[src/rtl/swa_pkg.sv]
// Types, widths and codes shared by the alignment score core.
package swa_pkg;

    localparam int QUERY_MAX     = 1024;
    localparam int ALPHABET_SIZE = 32;

    localparam int POS_W     = $clog2(QUERY_MAX);
    localparam int RES_W     = $clog2(ALPHABET_SIZE);
    localparam int CNT_W     = $clog2(QUERY_MAX + 1);
    localparam int PSC_W     = 8;
    localparam int PEN_W     = 8;
    localparam int QLEN_W    = 11;
    localparam int SCORE_W   = 18;
    localparam int E_W       = SCORE_W + 1;
    localparam int CALC_W    = SCORE_W + 2;
    localparam int CFG_W     = 11;
    localparam int CFG_IDX_W = 2;

    localparam int IN_FIELDS_W = POS_W + RES_W + PSC_W;
    localparam int IN_TDATA_W  = ((IN_FIELDS_W + 7) / 8) * 8;
    localparam int OUT_TDATA_W = ((SCORE_W + 7) / 8) * 8;

    localparam logic [SCORE_W-1:0] SCORE_MAX      = '1;
    localparam logic [PEN_W-1:0]   GAP_OPEN_RST   = 8'd10;
    localparam logic [PEN_W-1:0]   GAP_EXTEND_RST = 8'd2;
    localparam logic [QLEN_W-1:0]  QLEN_RST       = QLEN_W'(QUERY_MAX);

    // Item kinds carried in tuser
    localparam logic FUNC_PROFILE = 1'b0;
    localparam logic FUNC_RESIDUE = 1'b1;

    // Configuration register indexes
    typedef enum logic [CFG_IDX_W-1:0] {
        CFG_GAP_OPEN   = 2'd0,
        CFG_GAP_EXTEND = 2'd1,
        CFG_QUERY_LEN  = 2'd2
    } cfg_idx_t;

    // Gap penalties broadcast to every cell
    typedef struct packed {
        logic [PEN_W-1:0]        q;
        logic [PEN_W-1:0]        r;
        logic [PEN_W:0]          m;
        logic signed [E_W-1:0]   neg_q;
    } gap_cfg_t;

    // One beat moving from cell to cell along the row
    typedef struct packed {
        logic                       valid;
        logic                       func;
        logic                       last;
        logic                       fresh;
        logic [RES_W-1:0]           residue;
        logic [CNT_W-1:0]           count;
        logic signed [PSC_W-1:0]    pscore;
        logic [SCORE_W-1:0]         h;
        logic [SCORE_W-1:0]         diag;
        logic signed [E_W-1:0]      f;
        logic [SCORE_W-1:0]         best;
    } token_t;

endpackage

[src/rtl/swa_cell.sv]
// One query position of the systolic row: profile column, H/E state and column maximum.
module swa_cell import swa_pkg::*; (
    input  logic     aclk,
    input  logic     aresetn,
    input  logic     advance,
    input  gap_cfg_t gap_cfg,
    input  token_t   tok_in,
    output token_t   tok_out
);

    logic signed [PSC_W-1:0] prof_reg [ALPHABET_SIZE];
    logic [SCORE_W-1:0]      h_reg;
    logic signed [E_W-1:0]   e_reg;
    logic [SCORE_W-1:0]      max_reg;
    token_t                  tok_reg;
    token_t                  tok_next;

    logic                     active;
    logic [SCORE_W-1:0]       h_old;
    logic signed [E_W-1:0]    e_old;
    logic [SCORE_W-1:0]       max_old;
    logic signed [PSC_W-1:0]  p_score;
    logic signed [CALC_W-1:0] r_c, m_c;
    logic signed [CALC_W-1:0] f_a, f_b, f_new;
    logic signed [CALC_W-1:0] e_a, e_b, e_new;
    logic signed [CALC_W-1:0] d_sum, h_0, h_1, h_2;
    logic [SCORE_W-1:0]       h_new;
    logic [SCORE_W-1:0]       max_act;
    logic [SCORE_W-1:0]       h_upd;
    logic signed [E_W-1:0]    e_upd;
    logic [SCORE_W-1:0]       max_upd;

    // Pick the state this row starts from; a new sequence starts from cleared values
    always_comb begin
        active  = (tok_in.count != '0);
        h_old   = tok_in.fresh ? '0 : h_reg;
        e_old   = tok_in.fresh ? gap_cfg.neg_q : e_reg;
        max_old = tok_in.fresh ? '0 : max_reg;
        p_score = prof_reg[tok_in.residue];
    end

    // Gotoh recurrence for this position
    always_comb begin
        r_c   = $signed({{(CALC_W-PEN_W){1'b0}}, gap_cfg.r});
        m_c   = $signed({{(CALC_W-PEN_W-1){1'b0}}, gap_cfg.m});
        f_a   = CALC_W'(tok_in.f) - r_c;
        f_b   = $signed({2'b00, tok_in.h}) - m_c;
        f_new = (f_b > f_a) ? f_b : f_a;
        e_a   = CALC_W'(e_old) - r_c;
        e_b   = $signed({2'b00, h_old}) - m_c;
        e_new = (e_b > e_a) ? e_b : e_a;
        d_sum = $signed({2'b00, tok_in.diag}) + CALC_W'(p_score);
        h_0   = d_sum[CALC_W-1] ? '0 : d_sum;
        h_1   = (f_new > h_0) ? f_new : h_0;
        h_2   = (e_new > h_1) ? e_new : h_1;
        h_new = (h_2 > $signed({2'b00, SCORE_MAX})) ? SCORE_MAX : h_2[SCORE_W-1:0];
        max_act = (h_new > max_old) ? h_new : max_old;
    end

    // Inactive positions keep their state but still take the sequence-start clear
    always_comb begin
        h_upd   = active ? h_new : h_old;
        e_upd   = active ? e_new[E_W-1:0] : e_old;
        max_upd = active ? max_act : max_old;
    end

    // Build the beat handed to the next cell
    always_comb begin
        tok_next = tok_in;
        if (tok_in.func == FUNC_PROFILE || active) begin
            tok_next.count = tok_in.count - CNT_W'(1);
        end else begin
            tok_next.count = '0;
        end
        if (tok_in.func == FUNC_RESIDUE && active) begin
            tok_next.h    = h_new;
            tok_next.diag = h_old;
            tok_next.f    = f_new[E_W-1:0];
        end
        tok_next.best = (tok_in.best > max_upd) ? tok_in.best : max_upd;
    end

    // Update profile column or row state when a beat passes
    always_ff @(posedge aclk) begin
        if (advance && tok_in.valid) begin
            if (tok_in.func == FUNC_PROFILE) begin
                if (tok_in.count == '0) begin
                    prof_reg[tok_in.residue] <= tok_in.pscore;
                end
            end else begin
                h_reg   <= h_upd;
                e_reg   <= e_upd;
                max_reg <= max_upd;
            end
        end
    end

    // Hand the beat on
    always_ff @(posedge aclk) begin
        if (!aresetn) begin
            tok_reg.valid <= 1'b0;
        end else if (advance) begin
            tok_reg <= tok_next;
        end
    end

    assign tok_out = tok_reg;

endmodule

[config.mk]
export PLATFORM = sky130hd
export DESIGN_NAME = swa_cell
export DESIGN_NICKNAME = d
export VERILOG_FILES = /design/src/rtl/swa_pkg.sv /design/src/rtl/swa_cell.sv
export SDC_FILE = /design/constraint.sdc
export NUM_CORES = 1
export LEC_CHECK = 0
export ABC_CLOCK_PERIOD_IN_PS = 19000
export BUFFER_PORTS_ARGS = -buffer_cell sky130_fd_sc_hd__clkbuf_2
export CAP_MARGIN = 40
export CORE_ASPECT_RATIO = 1.4
export CORE_MARGIN = 2
export CORE_UTILIZATION = 60
export DETAILED_ROUTE_END_ITERATION = 8
export GPL_ROUTABILITY_DRIVEN = 1
export PLACE_DENSITY_LB_ADDON = 0.1
export SYNTH_ARGS = -nofsm -noshare
export SYNTH_HDL_FRONTEND = slang
export SYNTH_SLANG_ARGS = --single-unit
[constraint.sdc]
create_clock -name aclk -period 19 [get_ports aclk]
set_input_delay 1.9 -clock aclk [delete_from_list [all_inputs] [get_ports aclk]]
set_output_delay 1.9 -clock aclk [all_outputs]
set_load 0.1 [all_outputs]
==> impl_metrics.env, run 1 <==
export IMPL_run_status="finished, final reports clean"
export IMPL_synth_edff_count=411
export IMPL_synthesis_area_mm2=0.0245
export IMPL_pwr_density_cell_mw_per_mm2=149
export IMPL_fmax_mhz=56.0
export IMPL_vias=18603
export IMPL_rrSetupSlack_ns=3.04
export IMPL_vias_per_cell=6.32
export IMPL_final_period_utilization_pct=94.0
export IMPL_crit_required_ns=19.30
export IMPL_die_w_um=175
export IMPL_power_total_mw=4.16
export IMPL_critPathMaxFanout=17
export IMPL_r2r_end="tok_out[8]$_DFFE_PP_"
export IMPL_grt_max_degree=80
export IMPL_switching_share_pct=42.4
export IMPL_layoutNonFillerInstCount=2943
export IMPL_num_rows=87
export IMPL_largest_reg_flops=256
export IMPL_grt_pass1_vias=18864
export IMPL_syn_num_nets=2438
export IMPL_hold_depth=2
export IMPL_synth_area_top_cells="edfxtp_1 (50%), ha_1 (8.4%), mux4_2 (5.1%), nand2_1 (2.9%), nor2_1 (2.8%)"
export IMPL_vdd_drop_max_mv=0.117
export IMPL_seq_area_mm2=0.0124
export IMPL_hold_viol=0
export IMPL_final_setup_skew_ns=0.0215
export IMPL_post_drt_wl_per_cell_um=25.3
export IMPL_track_usage_pct=34.8
export IMPL_insertion_delay_ns=0.56
export IMPL_holdWs_ns=0.484
export IMPL_r2r_start="prof_reg[23][1]$_DFFE_PP_"
export IMPL_worstMarginPinSlew_ns=0.889
export IMPL_core_area_mm2=0.0403
export IMPL_combPwrFrac_pct=52.6
export IMPL_area_growth_pct=13.7
export IMPL_dp_cells=2872
export IMPL_power_frac_seq_pct=27.9
export IMPL_setup_worst_path_end_class="flop"
export IMPL_crit_type="in2reg"
export IMPL_antenna_found_initial=4
export IMPL_worstHoldPathType="reg2reg"
export IMPL_r2r_worst_path_cells=69
export IMPL_cts_tree="yes"
export IMPL_ys_seq_area_share_pct=50.4
export IMPL_final_core_util_pct=69.3
export IMPL_setup_viol=0
export IMPL_cts_made_buffers=39
export IMPL_clkPwrFrac_pct=19.5
export IMPL_start_kind="input pin"
export IMPL_final_cell_mix="edfxtp_1 (411), clkbuf_2 (238), nand2_1 (187)"
export IMPL_hold_end="tok_out[100]$_SDFFE_PN0P_"
export IMPL_dr_pass1_iters=6
export IMPL_numPortBuffers=240
export IMPL_syn_avg_cell_area_um2=11.6
export IMPL_synth_cells=2120
export IMPL_drt_iter0_drc=1666
export IMPL_ios=249
export IMPL_layout_min_cycle_time_ns=17.86
export IMPL_final_common_cell="edfxtp_1"
export IMPL_cts_htree_levels=2
export IMPL_slowest_delay_ns=0.59
export IMPL_holdCritStartpoint="tok_out[100]$_SDFFE_PN0P_"
export IMPL_nets=2697
export IMPL_synth_seq_cells=412
export IMPL_ys_warn_count=0
export IMPL_ys_types=107
export IMPL_clock_sinks=412
export IMPL_drc=0
export IMPL_grt_pass1_wl_um=110000
export IMPL_grt_overflow=0
export IMPL_place_congestion=0.977
export IMPL_synth_top_area_share_pct=50.3
export IMPL_drv_slew=0
export IMPL_crit_slowest_cell="o21ai_2"
export IMPL_die_h_um=243
export IMPL_arrival_ns=18.16
export IMPL_multi_input_area_mm2=0.0114
export IMPL_yosys_area_top_type="edfxtp_1"
export IMPL_totalWireLength_um=74400
export IMPL_p_leak_nw=11.1
export IMPL_ant_nets=0
export IMPL_start_util_pct=60.9
export IMPL_slew_headroom_pct=39.0
export IMPL_hpwl_um=56500
export IMPL_cap_viol_max_count=0
export IMPL_power_switching_mw=1.77
export IMPL_drive_above_1_share_pct=21.1
export IMPL_finalSetupTns_ns=0
export IMPL_rsz0062_at_grt="false"
export IMPL_hold_buffers=0
export IMPL_synthArstFlopShare_pct=0
export IMPL_p_int_mw=2.40
export IMPL_cts_clk_slew_worst_paths_ns=0.07
export IMPL_n_fill_cell=3037
export IMPL_clockBufferDepth=3
export IMPL_cts_root_buf="clkbuf_16"
export IMPL_dieArea_mm2=0.0426
export IMPL_synth_main_ff_cell="edfxtp_1"
-- cells by family (layout without fill, tap and decap cells) --
group,after synthesis,after routing,synth area share (%)
buffers and inverters,213,500,3.44
AOI/OAI and AO/OA,514,514,14.6
adders and majority gates,170,170,8.82
xor gates and xnor gates,67,67,2.52
and+or+nand+nor,610,610,11.8
muxes,133,133,8.43
DFF,412,412,50.4
other,1,3,0.0153
-- metal layers --
layer	GRT usage, %	vias to the layer above	share of wire, %
li1	-	8574	-
met1	38.0	9053	35
met2	62.3	731	52
met3	4.34	241	5.2
met4	24.6	4	8.1
met5	0	-	0.040
-- cell usage after synthesis, types with 12 or more instances --
master and number:
nand2_1 188, and3_1 17, nand2b_1 20, inv_1 126, xor2_1 21, clkbuf_1 53, buf_2 12, nor3_1 28
xnor2_1 44, mux2i_1 49, o21ai_0 89, a21o_1 56, nor2_1 183, edfxtp_1 411, nand3_1 37, ha_1 165
nor2b_1 29, o22ai_1 17, o211ai_1 15, mux2_2 27, nand4_1 28, a22oi_1 34, mux4_2 56, buf_1 16
o21a_1 23, and2_1 18, a21oi_1 126
-- worst max-delay path, delay by kind of cell --
family,cells,cell delay (ns)
compound gates,42,9.07
simple gates,15,2.95
fa+ha+maj,6,1.81
mux,2,0.82
buf+inv,10,1.55
-- power by group through the flow --
stage / sequential, mW / combinational, mW / clock (mW)
3_5_place_dp: 1.18 / 2.13 / 0
6_report: 1.16 / 2.19 / 0.811
5_1_grt: 1.17 / 2.35 / 0.849
3_3_place_gp: 1.18 / 2.08 / 0
2_1_floorplan: 1.44 / 1.21 / 0
4_1_cts: 1.16 / 2.15 / 0.819
-- per-stage QoR --
step	setup WS [ns]	cell area, um2
floorplan	2.10	24500
global placement	0.833	26600
detailed placement	0.536	26600
CTS	1.04	27900
global route	0.0241	27900
finish	1.14	27900
-- worst max-delay path by stage --
stage | slack [ns] | startpoint | endpoint | depth (start not counted)
finish | 1.14 | gap_cfg[20] | tok_out[8]$_DFFE_PP_ | 75
floorplan | 2.10 | gap_cfg[20] | tok_out[10]$_DFFE_PP_ | 82
global route | 0.02 | gap_cfg[20] | tok_out[8]$_DFFE_PP_ | 79
detailed placement | 0.54 | gap_cfg[20] | tok_out[10]$_DFFE_PP_ | 79
CTS | 1.04 | gap_cfg[20] | tok_out[8]$_DFFE_PP_ | 79
global placement | 0.83 | gap_cfg[20] | tok_out[4]$_DFFE_PP_ | 79
-- area by class of cell --
type                    instances  share of cell area [%]
inverters                     126                    1.70
diodes                          2                  0.0179
repair buffers                305                    6.14
well taps                     534                    2.39
clock inverters                25                    1.04
flip-flops and latches        412                    44.3
multi-input cells            1495                    40.8
clock buffers                  44                    3.64
-- timing repair --
| item | CTS | global route |
|---|---|---|
| resized for setup | 0 | 6 |
| endpoints found under the setup margin | 0 | 18 |
| buffers inserted | 0 | 0 |
No activity file was read; power rests on OpenSTA's default activity.
==> run 2, diff against run 1 <==
CORE_ASPECT_RATIO = unset   (was 1.4)
SLEW_MARGIN = 20   (was unset)
==> run 2 against run 1 <==
Count of clock-buffer cells in the layout increased by 7; wire length decreased by 2.1%; global-route usage decreased by 0.21 points; critical path depth increased by 3; maximum frequency increased by 0.66%; sequential share of layout area decreased by 0.38 points; register-to-register slack improved by 0.17 ns; highest routed layer unchanged.
==> impl_metrics.env, run 2 (synthesized netlist as in run 1, its figures left out) <==
export IMPL_run_status="finished, final reports clean"
export IMPL_vdd_drop_max_mv=0.137
export IMPL_cts_root_buf="clkbuf_16"
export IMPL_r2r_start="prof_reg[23][1]$_DFFE_PP_"
export IMPL_crit_type="in2reg"
export IMPL_die_w_um=206
export IMPL_hpwl_um=54800
export IMPL_drt_iter0_drc=1711
export IMPL_worstMarginPinSlew_ns=0.869
export IMPL_hold_buffers=0
export IMPL_cts_made_buffers=44
export IMPL_finalSetupTns_ns=0
export IMPL_insertion_delay_ns=0.60
export IMPL_setup_viol=0
export IMPL_vias_per_cell=6.34
export IMPL_numPortBuffers=240
export IMPL_clockBufferDepth=3
export IMPL_core_area_mm2=0.0406
export IMPL_final_common_cell="edfxtp_1"
export IMPL_num_rows=74
export IMPL_ant_nets=0
export IMPL_area_growth_pct=14.7
export IMPL_final_cell_mix="edfxtp_1 (411), clkbuf_2 (238), nand2_1 (187)"
export IMPL_post_drt_wl_per_cell_um=24.5
export IMPL_worstHoldPathType="reg2reg"
export IMPL_ios=249
export IMPL_layout_min_cycle_time_ns=17.74
export IMPL_cts_htree_levels=2
export IMPL_drc=0
export IMPL_nets=2717
export IMPL_n_fill_cell=3011
export IMPL_vias=18798
export IMPL_final_period_utilization_pct=93.4
export IMPL_cts_tree="yes"
export IMPL_start_kind="input pin"
export IMPL_dr_pass1_iters=8
export IMPL_crit_slowest_cell="a2111o_1"
export IMPL_holdCritStartpoint="tok_out[100]$_SDFFE_PN0P_"
export IMPL_final_setup_skew_ns=0.0202
export IMPL_place_congestion=0.962
export IMPL_pwr_density_cell_mw_per_mm2=151
export IMPL_grt_pass1_wl_um=109000
export IMPL_drive_above_1_share_pct=21.5
export IMPL_arrival_ns=18.09
export IMPL_slew_headroom_pct=41.6
export IMPL_final_core_util_pct=69.4
export IMPL_p_leak_nw=11.2
export IMPL_grt_pass1_vias=18413
export IMPL_dieArea_mm2=0.0425
export IMPL_largest_reg_flops=256
export IMPL_grt_max_degree=80
export IMPL_drv_slew=0
export IMPL_cts_clk_slew_worst_paths_ns=0.06
export IMPL_crit_start="gap_cfg[20]"
export IMPL_ctsResizeCount=0
export IMPL_totalWireLength_um=72800
export IMPL_fmax_mhz=56.4
export IMPL_die_h_um=206
export IMPL_cts_setup_buffers=0
export IMPL_setup_worst_path_end_class="flop"
export IMPL_start_util_pct=60.5
export IMPL_cp_common_cell="a21o_1"
export IMPL_slowest_delay_ns=0.55
export IMPL_hold_viol=0
export IMPL_track_usage_pct=34.6
export IMPL_crit_required_ns=19.35
export IMPL_antenna_found_initial=6
export IMPL_cap_viol_max_count=0
export IMPL_rsz0062_at_grt="false"
export IMPL_clock_sinks=412
export IMPL_critPathMaxFanout=16
export IMPL_grt_overflow=0
-- run 2: cell types whose count changed in the layout (fill, tap and decap cells not counted), moves of 2 or more --
cell,change
buf_4,+15
clkinv_1,+8
clkbuf_16,+4
clkinv_2,-4
clkbuf_1,+3
bufinv_16,-2
clkinv_16,+2
clkinv_4,-2
clkinvlp_4,+2
o21ai_0,+2
o21ai_1,-2
-- run 2: layer usage --
layer	vias to the layer above	part of all wire (%)	GRT usage [%]
met4	8	5.2	17.7
met1	9191	38	42.3
li1	8592	-	-
met3	194	6.4	4.51
met2	813	50	60.2
met5	-	0.077	0
-- run 2: metrics by stage --
step	area [um2]	instances	total power, mW	setup slack (ns)	hold WS [ns]
2_1_floorplan	24500	2120	2.65	2.10	0.597
3_3_place_gp	26700	2882	3.33	0.736	0.467
3_5_place_dp	26700	2883	3.37	0.546	0.515
4_1_cts	28100	2962	4.22	1.08	0.525
5_1_grt	28100	2966	4.49	0.0778	0.541
6_report	28100	2967	4.26	1.26	0.511
-- run 2: path summary, 6_finish.rpt --
kind | endpoint | slack [ns] | cells after the start
setup / recovery | tok_out[4]$_DFFE_PP_ | 1.26 | 78
hold / removal | tok_out[100]$_SDFFE_PN0P_ | 0.51 | 2
setup reg to reg | tok_out[4]$_DFFE_PP_ | 3.21 | 68
hold reg to reg | tok_out[100]$_SDFFE_PN0P_ | 0.51 | 2
-- run 2: critical path: cells and delay by family --
kind | cells | cell delay (ns)
AO/OA/AOI/OAI | 46 | 10.04
AND/OR/NAND/NOR | 14 | 2.13
adder cells (fa/ha/maj) | 6 | 1.80
buffers and inverters | 10 | 1.47
multiplexers | 2 | 0.71
-- run 2: cell type report --
class / instances / area (um2) / area share [%]
Sequential cell: 412 / 12400 / 43.9
Multi-Input combinational cell: 1495 / 11400 / 40.4
Timing Repair Buffer: 320 / 1840 / 6.54
Clock buffer: 51 / 1130 / 4.01
Tap cell: 532 / 666 / 2.37
Inverter: 126 / 473 / 1.68
Clock inverter: 28 / 289 / 1.03
Antenna cell: 3 / 7.51 / 0.0267
-- run 2: power by group --
| part | switching, mW | internal (mW) |
|---|---|---|
| sequential | 0.0205 | 1.14 |
| clock | 0.370 | 0.482 |
| combinational | 1.40 | 0.847 |
| total | 1.79 | 2.47 |
